===== config.mk =====
export PLATFORM = sky130hd
export DESIGN_NAME = sliding_trimmed_mean_filter_core
export DESIGN_NICKNAME = d
export VERILOG_FILES = /design/src/hdl/stmf_pkg.sv /design/src/hdl/stmf_cell.sv /design/src/hdl/stmf_divider.sv /design/src/hdl/sliding_trimmed_mean_filter_core.sv
export SDC_FILE = /design/constraint.sdc
export NUM_CORES = 2
export LEC_CHECK = 0
export BUFFER_PORTS_ARGS = -buffer_cell sky130_fd_sc_hd__buf_2
export CAP_MARGIN = 20
export CORE_ASPECT_RATIO = 0.75
export CORE_MARGIN = 1
export CORE_UTILIZATION = 55
export CTS_CLUSTER_DIAMETER = 40
export CTS_CLUSTER_SIZE = 14
export DETAILED_ROUTE_END_ITERATION = 16
export PLACE_DENSITY = 0.71
export SKIP_CTS_REPAIR_TIMING = 1
export SYNTH_ARGS = -nofsm -noshare
export SYNTH_HDL_FRONTEND = slang
export SYNTH_SLANG_ARGS = --single-unit

===== constraint.sdc =====
create_clock -name clk -period 11.3 [get_ports clk]
set_input_delay 0.565 -clock clk [delete_from_list [all_inputs] [get_ports clk]]
set_output_delay 0.565 -clock clk [all_outputs]
set_load 0.005 [all_outputs]

===== src/hdl/stmf_pkg.sv =====
// ----------------------------------------------------------------------------
// stmf_pkg
// Shared constants and types of the sliding trimmed mean filter.
// ----------------------------------------------------------------------------
`default_nettype none

package stmf_pkg;

	// Default window depth
	localparam int WINDOW_LEN_DEF = 24;

	// Field widths
	localparam int SAMPLE_W = 24;
	localparam int OUT_W    = 28;
	localparam int FRAC_W   = 4;

	// Largest mean that can come out: full-scale sample with 4 fraction bits
	localparam logic [OUT_W-1:0] OUT_MAX = OUT_W'(((1 << SAMPLE_W) - 1) << FRAC_W);

	// Sequencer states
	typedef enum logic [2:0] {
		ST_IDLE,
		ST_SUM,
		ST_LAUNCH,
		ST_DIV,
		ST_HOLD
	} stmf_state_t;

endpackage

`default_nettype wire


===== src/hdl/stmf_cell.sv =====
// ----------------------------------------------------------------------------
// stmf_cell
// One slot of the sorted window: a sample and its age. On each new sample
// the chain drops the oldest entry and opens a gap for the new one, every
// cell choosing between its own value, a neighbour's value and the sample.
// ----------------------------------------------------------------------------
`default_nettype none

module stmf_cell #(
	parameter int VAL_W     = 24,
	parameter int AGE_W     = 5,
	parameter int OLDEST    = 23,
	parameter int RESET_AGE = 0
) (
	input  wire logic             clk,
	input  wire logic             arst_n,
	input  wire logic             load,
	input  wire logic [VAL_W-1:0] sample,
	input  wire logic [VAL_W-1:0] left_val,
	input  wire logic [AGE_W-1:0] left_age,
	input  wire logic             left_gt,
	input  wire logic [VAL_W-1:0] right_val,
	input  wire logic [AGE_W-1:0] right_age,
	input  wire logic             right_gt,
	input  wire logic             below_in,
	output logic                  below_out,
	output logic      [VAL_W-1:0] val,
	output logic      [AGE_W-1:0] age,
	output logic                  gt
);

	logic [VAL_W-1:0] val_q;
	logic [AGE_W-1:0] age_q;
	logic             old;
	logic [VAL_W-1:0] self_val, prev_val, nxt_val;
	logic [AGE_W-1:0] self_age, prev_age, nxt_age;
	logic             self_gt, prev_gt;

	assign val = val_q;
	assign age = age_q;
	assign gt  = val_q > sample;
	assign old = age_q == AGE_W'(OLDEST);

	// oldest entry at or below this slot
	assign below_out = below_in | old;

	// compacted window (oldest removed): entry at this slot and the one before
	always_comb begin
		self_val = below_out ? right_val : val_q;
		self_age = below_out ? right_age : age_q;
		self_gt  = below_out ? right_gt  : gt;
		prev_val = below_in  ? val_q     : left_val;
		prev_age = below_in  ? age_q     : left_age;
		prev_gt  = below_in  ? gt        : left_gt;
	end

	// keep, shift up from below, or take the new sample
	always_comb begin
		if (!self_gt) begin
			nxt_val = self_val;
			nxt_age = self_age + AGE_W'(1);
		end else if (prev_gt) begin
			nxt_val = prev_val;
			nxt_age = prev_age + AGE_W'(1);
		end else begin
			nxt_val = sample;
			nxt_age = '0;
		end
	end

	always_ff @(posedge clk or negedge arst_n) begin
		if (!arst_n) begin
			val_q <= '0;
			age_q <= AGE_W'(RESET_AGE);
		end else if (load) begin
			val_q <= nxt_val;
			age_q <= nxt_age;
		end
	end

endmodule

`default_nettype wire


===== src/hdl/stmf_divider.sv =====
// ----------------------------------------------------------------------------
// stmf_divider
// Division by a fixed divisor through a multiply by its rounded-up reciprocal.
// The quotient is ready in the cycle after start and holds until the next start.
// ----------------------------------------------------------------------------
`default_nettype none

module stmf_divider #(
	parameter int NUM_W   = 31,
	parameter int DIVISOR = 6
) (
	input  wire logic             clk,
	input  wire logic             arst_n,
	input  wire logic             start,
	input  wire logic [NUM_W-1:0] numer,
	output logic                  done,
	output logic      [NUM_W-1:0] quot
);

	// floor(n / d) = (n * ceil(2^(N+l) / d)) >> (N+l), l = ceil(log2 d), n < 2^N
	localparam int          RCP_SH   = NUM_W + $clog2(DIVISOR);
	localparam int          RCP_W    = NUM_W + 1;
	localparam int          PROD_W   = NUM_W + RCP_W;
	localparam logic [63:0] RCP_POW  = 64'd1 << RCP_SH;
	localparam logic [63:0] RCP_FULL = (RCP_POW + 64'(DIVISOR) - 64'd1) / 64'(DIVISOR);
	localparam logic [RCP_W-1:0] RCP = RCP_W'(RCP_FULL);

	logic [PROD_W-1:0] prod_q;
	logic              done_q;

	assign done = done_q;
	assign quot = NUM_W'(prod_q >> RCP_SH);

	always_ff @(posedge clk or negedge arst_n) begin
		if (!arst_n) begin
			done_q <= 1'b0;
		end else begin
			done_q <= start;
		end
	end

	// product by the reciprocal, taken on start
	always_ff @(posedge clk) begin
		if (start) prod_q <= PROD_W'(numer) * PROD_W'(RCP);
	end

endmodule

`default_nettype wire


===== src/hdl/sliding_trimmed_mean_filter_core.sv =====
// ----------------------------------------------------------------------------
// sliding_trimmed_mean_filter_core
// Interquartile mean of the last WINDOW_LEN pressure samples.
// ----------------------------------------------------------------------------
// Each request writes one 24-bit sample into a window that starts all zero
// and gives one result: the mean of the middle half of the ordered window,
// the lowest and highest WINDOW_LEN/4 entries left out, as an unsigned value
// with 4 fraction bits, truncated. The window is kept in order by a chain of
// cells that drops the oldest entry and inserts the new one in the cycle the
// request is taken. The kept entries are then summed one per cycle
// (WINDOW_LEN/2 rounded down to even) and the sum divided by a multiply with
// the reciprocal of the divisor. Requests are taken one at a time: no new
// request is taken until the result of the last one has been loaded into
// the result register; a result that is still waiting when the next one is
// ready holds the block until it is taken. The result register lets a new
// request in while the previous result still waits.
// ----------------------------------------------------------------------------
`default_nettype none

module sliding_trimmed_mean_filter_core #(
	parameter int WINDOW_LEN = stmf_pkg::WINDOW_LEN_DEF
) (
	input  wire logic                           clk,
	input  wire logic                           arst_n,
	input  wire logic                           sample_valid,
	output logic                                sample_ready,
	input  wire logic [stmf_pkg::SAMPLE_W-1:0]  pressure_sample,
	output logic                                result_valid,
	input  wire logic                           result_ready,
	output logic      [stmf_pkg::OUT_W-1:0]     filtered_pressure
);

	localparam int VAL_W   = stmf_pkg::SAMPLE_W;
	localparam int QUARTER = WINDOW_LEN / 4;
	localparam int MID_CNT = 2 * QUARTER;
	localparam int IDX_W   = $clog2(WINDOW_LEN);
	localparam int AGE_W   = IDX_W;
	localparam int SUM_W   = VAL_W + $clog2(MID_CNT);
	localparam int SHIFT   = stmf_pkg::FRAC_W - 1;
	localparam int NUM_W   = SUM_W + SHIFT;
	localparam logic [IDX_W-1:0] FIRST = IDX_W'(QUARTER);
	localparam logic [IDX_W-1:0] LAST  = IDX_W'(3 * QUARTER - 1);

	stmf_pkg::stmf_state_t state_q, state_nxt;

	logic             accept;
	logic             out_free;
	logic             out_load;
	logic             div_start;
	logic             div_done;
	logic [NUM_W-1:0] div_quot;
	logic [NUM_W-1:0] div_numer;

	logic [IDX_W-1:0] idx_q;
	logic [SUM_W-1:0] acc_q;
	logic             result_valid_q;
	logic [stmf_pkg::OUT_W-1:0] result_q;

	// padded links: slot 0 and slot WINDOW_LEN+1 are the chain ends
	logic [VAL_W-1:0] link_val [0:WINDOW_LEN+1];
	logic [AGE_W-1:0] link_age [0:WINDOW_LEN+1];
	logic             link_gt  [0:WINDOW_LEN+1];
	logic             below    [0:WINDOW_LEN];
	logic [VAL_W-1:0] cell_val [0:WINDOW_LEN-1];

	assign accept = sample_valid && sample_ready;

	// chain ends: nothing below the first cell, infinity above the last
	assign link_val[0]            = '0;
	assign link_age[0]            = '0;
	assign link_gt[0]             = 1'b0;
	assign link_val[WINDOW_LEN+1] = '0;
	assign link_age[WINDOW_LEN+1] = '0;
	assign link_gt[WINDOW_LEN+1]  = 1'b1;
	assign below[0]               = 1'b0;

	// sorted window, smallest in cell 0
	for (genvar i = 0; i < WINDOW_LEN; i++) begin : g_cell
		stmf_cell #(
			.VAL_W     (VAL_W),
			.AGE_W     (AGE_W),
			.OLDEST    (WINDOW_LEN - 1),
			.RESET_AGE (WINDOW_LEN - 1 - i)
		) u_cell (
			.clk       (clk),
			.arst_n    (arst_n),
			.load      (accept),
			.sample    (pressure_sample),
			.left_val  (link_val[i]),
			.left_age  (link_age[i]),
			.left_gt   (link_gt[i]),
			.right_val (link_val[i+2]),
			.right_age (link_age[i+2]),
			.right_gt  (link_gt[i+2]),
			.below_in  (below[i]),
			.below_out (below[i+1]),
			.val       (link_val[i+1]),
			.age       (link_age[i+1]),
			.gt        (link_gt[i+1])
		);
		assign cell_val[i] = link_val[i+1];
	end

	// mean = floor(16 * sum / MID_CNT) = floor(8 * sum / QUARTER)
	assign div_numer = {acc_q, SHIFT'(0)};

	stmf_divider #(
		.NUM_W   (NUM_W),
		.DIVISOR (QUARTER)
	) u_div (
		.clk    (clk),
		.arst_n (arst_n),
		.start  (div_start),
		.numer  (div_numer),
		.done   (div_done),
		.quot   (div_quot)
	);

	assign out_free = !result_valid_q || result_ready;

	// next state
	always_comb begin
		state_nxt = state_q;
		unique case (state_q)
			stmf_pkg::ST_IDLE: begin
				if (sample_valid) state_nxt = stmf_pkg::ST_SUM;
			end
			stmf_pkg::ST_SUM: begin
				if (idx_q == LAST) state_nxt = stmf_pkg::ST_LAUNCH;
			end
			stmf_pkg::ST_LAUNCH: begin
				state_nxt = stmf_pkg::ST_DIV;
			end
			stmf_pkg::ST_DIV: begin
				if (div_done) state_nxt = out_free ? stmf_pkg::ST_IDLE : stmf_pkg::ST_HOLD;
			end
			stmf_pkg::ST_HOLD: begin
				if (out_free) state_nxt = stmf_pkg::ST_IDLE;
			end
			default: state_nxt = stmf_pkg::ST_IDLE;
		endcase
	end

	// state outputs
	always_comb begin
		sample_ready = 1'b0;
		div_start    = 1'b0;
		out_load     = 1'b0;
		unique case (state_q)
			stmf_pkg::ST_IDLE:   sample_ready = 1'b1;
			stmf_pkg::ST_SUM:    ;
			stmf_pkg::ST_LAUNCH: div_start = 1'b1;
			stmf_pkg::ST_DIV:    out_load = div_done && out_free;
			stmf_pkg::ST_HOLD:   out_load = out_free;
			default:             ;
		endcase
	end

	always_ff @(posedge clk or negedge arst_n) begin
		if (!arst_n) begin
			state_q        <= stmf_pkg::ST_IDLE;
			idx_q          <= '0;
			result_valid_q <= 1'b0;
		end else begin
			state_q <= state_nxt;
			if (accept) begin
				idx_q <= FIRST;
			end else if (state_q == stmf_pkg::ST_SUM) begin
				idx_q <= idx_q + IDX_W'(1);
			end
			if (out_load) begin
				result_valid_q <= 1'b1;
			end else if (result_ready) begin
				result_valid_q <= 1'b0;
			end
		end
	end

	// middle-slice sum, one cell per cycle
	always_ff @(posedge clk) begin
		if (accept) begin
			acc_q <= '0;
		end else if (state_q == stmf_pkg::ST_SUM) begin
			acc_q <= acc_q + SUM_W'(cell_val[idx_q]);
		end
	end

	// result register
	always_ff @(posedge clk) begin
		if (out_load) result_q <= div_quot[stmf_pkg::OUT_W-1:0];
	end

	assign result_valid      = result_valid_q;
	assign filtered_pressure = result_q;

endmodule

`default_nettype wire


---- Word level (Yosys, flattened, before mapping) ----
Index checks and enable logic that the tools add are counted.
W data, S select, Z words.
operators by class
  multipliers ............................. 1
  mux-type cells .......................... 182
  bitwise gates (word level) .............. 24
  add/sub/neg operators ................... 26
  reduce and logical (&&, ||, !) cells .... 10
  shift operators ......................... 0
  eq/ne operators ......................... 33
  divide/modulo/power cells ............... 0
  magnitude comparators ................... 25
operators by type and width
  kind                      number
  $mux W24                  73
  $gt A24 B24 Y1            24
  $mux W5                   73
  $add A5 B1 Y5 const B     25
  $eq A5 B5 Y1 const B      25
  $bmux W24 S5              1
  $mul A28 B32 Y59 const B  1
  $add A28 B24 Y28          1
  $mux W1                   28
  $or A1 B1 Y1              23
  $mux W3                   5
  $pmux W3 S5               1
  $eq A3 B2 Y1 const B      2
  $ge A6 B6 Y1 const B      1
  $ne A2 B2 Y1 const B      3
  $not A5 Y6                1
  $reduce_bool A2 Y1        3
  $reduce_and A4 Y1         1
  $eq A3 B1 Y1 const B      1
  $eq A3 B3 Y1 const B      1
  $logic_not A3 Y1          1
  $logic_and A1 B1 Y1       2
  $ne A2 B1 Y1 const B      1
  $pmux W1 S2               1
  other kinds (3)           3
storage, ports and cells
  latch bits .............................. 0
  memories ................................ 0
  memory bits (read-only) ................. 0
  memory bits (writable) .................. 0
  output and inout port bits .............. 30
  register bits after elaboration ......... 821
  logic and storage cells ................. 356

---- Logic depth before layout (Yosys ltp) ----
  depth in word-level cells ............... 27
  depth in mapped cells ................... 25
  mapped depth without buffers ............ 25

---- Cells and area by module ----
From an unflattened synthesis, not the netlist that was laid out.
second synthesis, totals
  cells, all modules ...................... 10197
  area total of the unflattened synthesis .. 93148.1 um^2
by module, submodules not included
  module                             cells each  instances  area each (um^2)
  stmf_cell (g_cell[11].u_cell ...)  345         9          3017.9
  stmf_cell (g_cell[10].u_cell ...)  345         7          3019.1
  stmf_cell (g_cell[15].u_cell ...)  345         5          3016.6
  stmf_divider                       1234        1          12607.1
  sliding_trimmed_mean_filter_core   683         1          8106.5
  stmf_cell (g_cell[0].u_cell ...)   345         2          3020.4
  stmf_cell (g_cell[23].u_cell)      345         1          3015.4

---- Least setup slack after synthesis ----
OpenSTA, ideal clock, no wires.
  kind .................................... flip-flop to flip-flop
  start point ............................. register acc_q[22]
  end point ............................... register u_div.prod_q[59] (data pin)
  clock period less this slack ............ 6.893 ns
  path buffers ............................ 0
  stages on the path, launching flop included .. 23
  data required time ...................... 11.035 ns
  arrival time ............................ 6.628 ns
  setup slack ............................. 4.407 ns
  cell sequence ........................... dfxtp_1 ha_1 fa_1 inv_1 fa_1 fa_1 inv_1 fa_1 inv_1 fa_1 fa_1 inv_1 ha_1 a21o_1 a21oi_1 o21ai_0 a21oi_1 a21boi_0 o31ai_1 a21boi_0 a211oi_1 o21ai_0 xor2_1
on the way
  longest elaborated chain between the ends .. 1
ends and longest elaborated chain
  item                    line                                     RTL
  start, declared         sliding_trimmed_mean_filter_core.sv:55   logic [SUM_W-1:0] acc_q;
  start signal, assigned  sliding_trimmed_mean_filter_core.sv:184  acc_q <= acc_q + SUM_W'(cell_val[idx_q]);
  $mul A28 B32 Y59        stmf_divider.sv:44                       if (start) prod_q <= PROD_W'(numer) * PROD_W'(RCP);
  end signal, assigned    stmf_divider.sv:44
  end, declared           stmf_divider.sv:28                       logic [PROD_W-1:0] prod_q;
No other way between the ends.
A chain may end at the register's enable or synchronous reset.

---- Final worst setup path ----
  start point ............................. register acc_q[6]
  end point ............................... register u_div.prod_q[59] (data pin)
The elaborated chain is that of the path after synthesis.

==> results_dict.tcl <==
set metrics [dict create \
    status "complete, no violations" \
    routed_wl_um 274000 \
    layout-drive-gt1-share 0.0996 \
    place_hpwl_um 195000 \
    die_y_um 318 \
    synth_fp_nets 9183 \
    worst_ep_arrival_time_ns 8.85 \
    maxSlewHeadroom 0.200 \
    final_nets 9016 \
    post-route-drc-count 0 \
    port_buffers 57 \
    globalplace.congestion 1.05 \
    filler_cell_count 11173 \
    async_reset_ff_frac 0.894 \
    core-area_um2 132000 \
    maxSlewViolCount 0 \
    critical_path.endpoint_type "register" \
    drt-initial-drc-count 9593 \
    wl_met1_um 112000 \
    ctsHtreeMaxLevel 4 \
    syn_inst 8098 \
    timing.critical_path.slowest_stage_cell "fa_1" \
    post_drt_wl_per_cell_um 28.0 \
    avgSynthCellArea_um2 9.04 \
    area.growth.synth_to_final_pct 9.32 \
    top_ff_cell_synth "dfrtp_1" \
    numCtsBuffers 133 \
    synth.distinct_cells 85 \
    synth.cell_area_um2 73200 \
    measured_slew_at_the_worst_slew_check_pin_ns 1.20 \
    synth_sequential_area_ratio 0.273 \
    timing.critical_path.required_ns 11.83 \
    track_usage 0.401 \
    cts_tree "done" \
    final.setup_skew_ns 0.0439 \
    overflow 0 \
    io-pin-count 58 \
    grt_first_pass_wirelength_um 416000 \
    post_synth_edffs 56 \
    worstSkewPairLatency_ns 0.80 \
    multiInputGateArea_um2 49600 \
    setup-violations-final 0 \
    cts-root-buf "clkbuf_16" \
    floorplan.die_area_um2 135000 \
    path_class "reg2reg" \
    floorplan.initialDensity 0.556 \
    met2RoutedLength_um 109000 \
    period_needed_ns 8.32 \
    ys_ff_latch 790 \
    slowest_delay_ns 0.61 \
    regArea_um2 20000 \
    clkSlewWorstSetupHoldPaths_ns 0.06 \
    crit_path_max_fanout 5 \
    clk_path_buf_depth 3 \
    hold_path.class "in2reg" \
    viasPerCell 7.06 \
    worstSetupStartpointType "register" \
    clock_sinks 790 \
    cap_viol_max_count 0 \
    yosys_warnings 0 \
    detailedRoute.firstPassIterationCount 8 \
    wl_met3_um 40700 \
    holdWs_ns 0.0782 \
    die_width_um 423 \
    fmax_ghz 0.120 \
    setup-tns-final_ns 0 \
    report.final.hold_viol_count 0 \
    ant_nets 0 \
    row_cnt 115 \
    rsz_0062_raised_after_global_routing "no" \
    grt_max_degree 150 \
    vias_after_detailed_routing 69155 \
    grt_pass1_vias 65909 \
    initial_antenna_violation_count 20 \
    worst_path_cell_trace "ha_1, inv_1, fa_1, inv_1, fa_1, fa_1, inv_1, fa_1, inv_1, fa_1, inv_1, fa_1, inv_1, ha_1, nand2_1, or4_1, a21oi_1, o21ai_0, a21boi_0, o31ai_1, a21boi_0, a211oi_1, o21ai_0, xor2_1" \
    layout_worst_path_cycle_share 0.736 \
    route.top_layer_used "met5" \
]
-- layout by cell type, fill, tap and decap left out, types with 39 or more instances in the layout --
master	count
a2111oi_0	62
a211oi_1	118
a21o_1	231
a21oi_1	547
a221o_1	147
a221oi_1	96
a22o_1	39
a22oi_1	137
a311oi_1	49
and3_1	64
buf_2	57
buf_4	163
clkbuf_16	137
dfrtp_1	651
dfstp_2	52
edfxtp_1	56
fa_1	206
ha_1	851
inv_1	444
mux2i_1	281
mux4_2	168
nand2_1	688
nand2b_1	54
nand3_1	202
nand4_1	90
nor2_1	705
nor2b_1	73
nor3_1	104
o21a_1	46
o21ai_0	410
o221ai_1	56
o22a_1	39
o22ai_1	307
xnor2_1	76
xor2_1	59
-- worst paths after layout --
kind / end / slack (ns) / cells after the start / start
worst max-delay path: u_div.prod_q[59] / 2.98 / 24 / acc_q[6]
worst min-delay path: state_q[2] / 0.08 / 4 / result_ready
worst max register to register: u_div.prod_q[59] / 2.98 / 24 / acc_q[6]
worst min register to register: filtered_pressure[19] / 0.41 / 0 / u_div.prod_q[53]
max in group asynchronous: g_cell[12].u_cell.val[17] / 8.21 / 4 / arst_n
min in group asynchronous: g_cell[3].u_cell.age[1] / 0.35 / 2 / arst_n
-- kinds of logic after synthesis --
| family | share of synthesized area |
|---|---|
| AO/OA/AOI/OAI | 0.230 |
| AND/OR/NAND/NOR | 0.130 |
| multiplexers | 0.0965 |
| flip-flops | 0.273 |
| XOR/XNOR | 0.0162 |
| buffers and inverters | 0.0522 |
| adder cells (fa/ha/maj) | 0.202 |
-- state kept, by name (all words and copies together) (netlist names) --
name,flops
acc_q,28
state_q,3
u_div.prod_q,28
g_cell.u_cell.val,576
idx_q,5
filtered_pressure,28
u_div.done,1
result_valid,1
g_cell.u_cell.age,120
-- per-stage QoR --
step | utilization | area, um2 | worst slack, ns | std cells
final | 0.608 | 80000 | 2.98 | 9801
after global routing | 0.608 | 80000 | 2.57 | 9795
after CTS | 0.607 | 79900 | 3.07 | 9787
after detailed placement | 0.572 | 75200 | 3.13 | 9543
after global placement | 0.572 | 75200 | 3.25 | 9542
after floorplan | - | 73200 | 4.41 | 8098
-- worst max-delay path, delay by kind of cell (launching register included) --
kind                     cells  cell delay (ns)
adder cells (fa/ha/maj)      8             3.95
AND/OR/NAND/NOR              2             0.55
flip-flops                   1             0.46
XOR/XNOR                     1             0.11
buffers and inverters        6             0.63
AO/OA/AOI/OAI                7             2.34
-- synth_stat cells, types with 28 or more instances --
| master | n | area share |
|---|---|---|
| dfstp_2 | 52 | 0.019 |
| a2bb2oi_1 | 30 | 0.0036 |
| a22oi_1 | 137 | 0.014 |
| nand2b_1 | 54 | 0.0046 |
| a311oi_1 | 49 | 0.0059 |
| nor2_1 | 710 | 0.036 |
| buf_1 | 56 | 0.0029 |
| xnor2_1 | 76 | 0.0091 |
| edfxtp_1 | 56 | 0.023 |
| a21oi_1 | 553 | 0.038 |
| o22ai_1 | 307 | 0.026 |
| nand4_1 | 90 | 0.0077 |
| a211oi_1 | 119 | 0.012 |
| dfxtp_1 | 28 | 0.0077 |
| a21o_1 | 231 | 0.024 |
| nor3_1 | 116 | 0.0079 |
| a22o_1 | 39 | 0.0047 |
| dfrtp_1 | 654 | 0.22 |
| nand2_1 | 690 | 0.035 |
| a31oi_1 | 32 | 0.0027 |
| o21ai_0 | 410 | 0.028 |
| mux2i_1 | 285 | 0.039 |
| ha_1 | 851 | 0.15 |
| xor2_1 | 59 | 0.0071 |
| o21a_1 | 46 | 0.0047 |
| clkbuf_1 | 463 | 0.024 |
| o22a_1 | 39 | 0.0047 |
| and3_1 | 64 | 0.0055 |
| inv_1 | 444 | 0.023 |
| nand3_1 | 204 | 0.014 |
| fa_1 | 206 | 0.056 |
| nor2b_1 | 74 | 0.0063 |
| a2111oi_0 | 62 | 0.0074 |
| mux4_2 | 168 | 0.052 |
| o221ai_1 | 56 | 0.0067 |
| mux2_2 | 38 | 0.0058 |
| a221oi_1 | 96 | 0.011 |
| a221o_1 | 147 | 0.020 |
-- per-layer routing --
layer	GRT usage	vias to the layer above
met5	0	-
li1	-	30011
met3	0.152	848
met4	0.168	24
met1	0.570	33689
met2	0.537	4583
-- cell type report --
class                      count  share of cell area
antenna                        6            0.000188
clock buffer                 169              0.0467
clock inverter                75              0.0111
inverter                     468              0.0220
multi-input combinational   6303               0.621
sequential                   790               0.250
tap                         1755              0.0275
timing repair buffer         235              0.0222
Power is left out: the tool's default activity adds up to more than one toggle a clock period on the data nets, which glitch-free logic cannot reach.
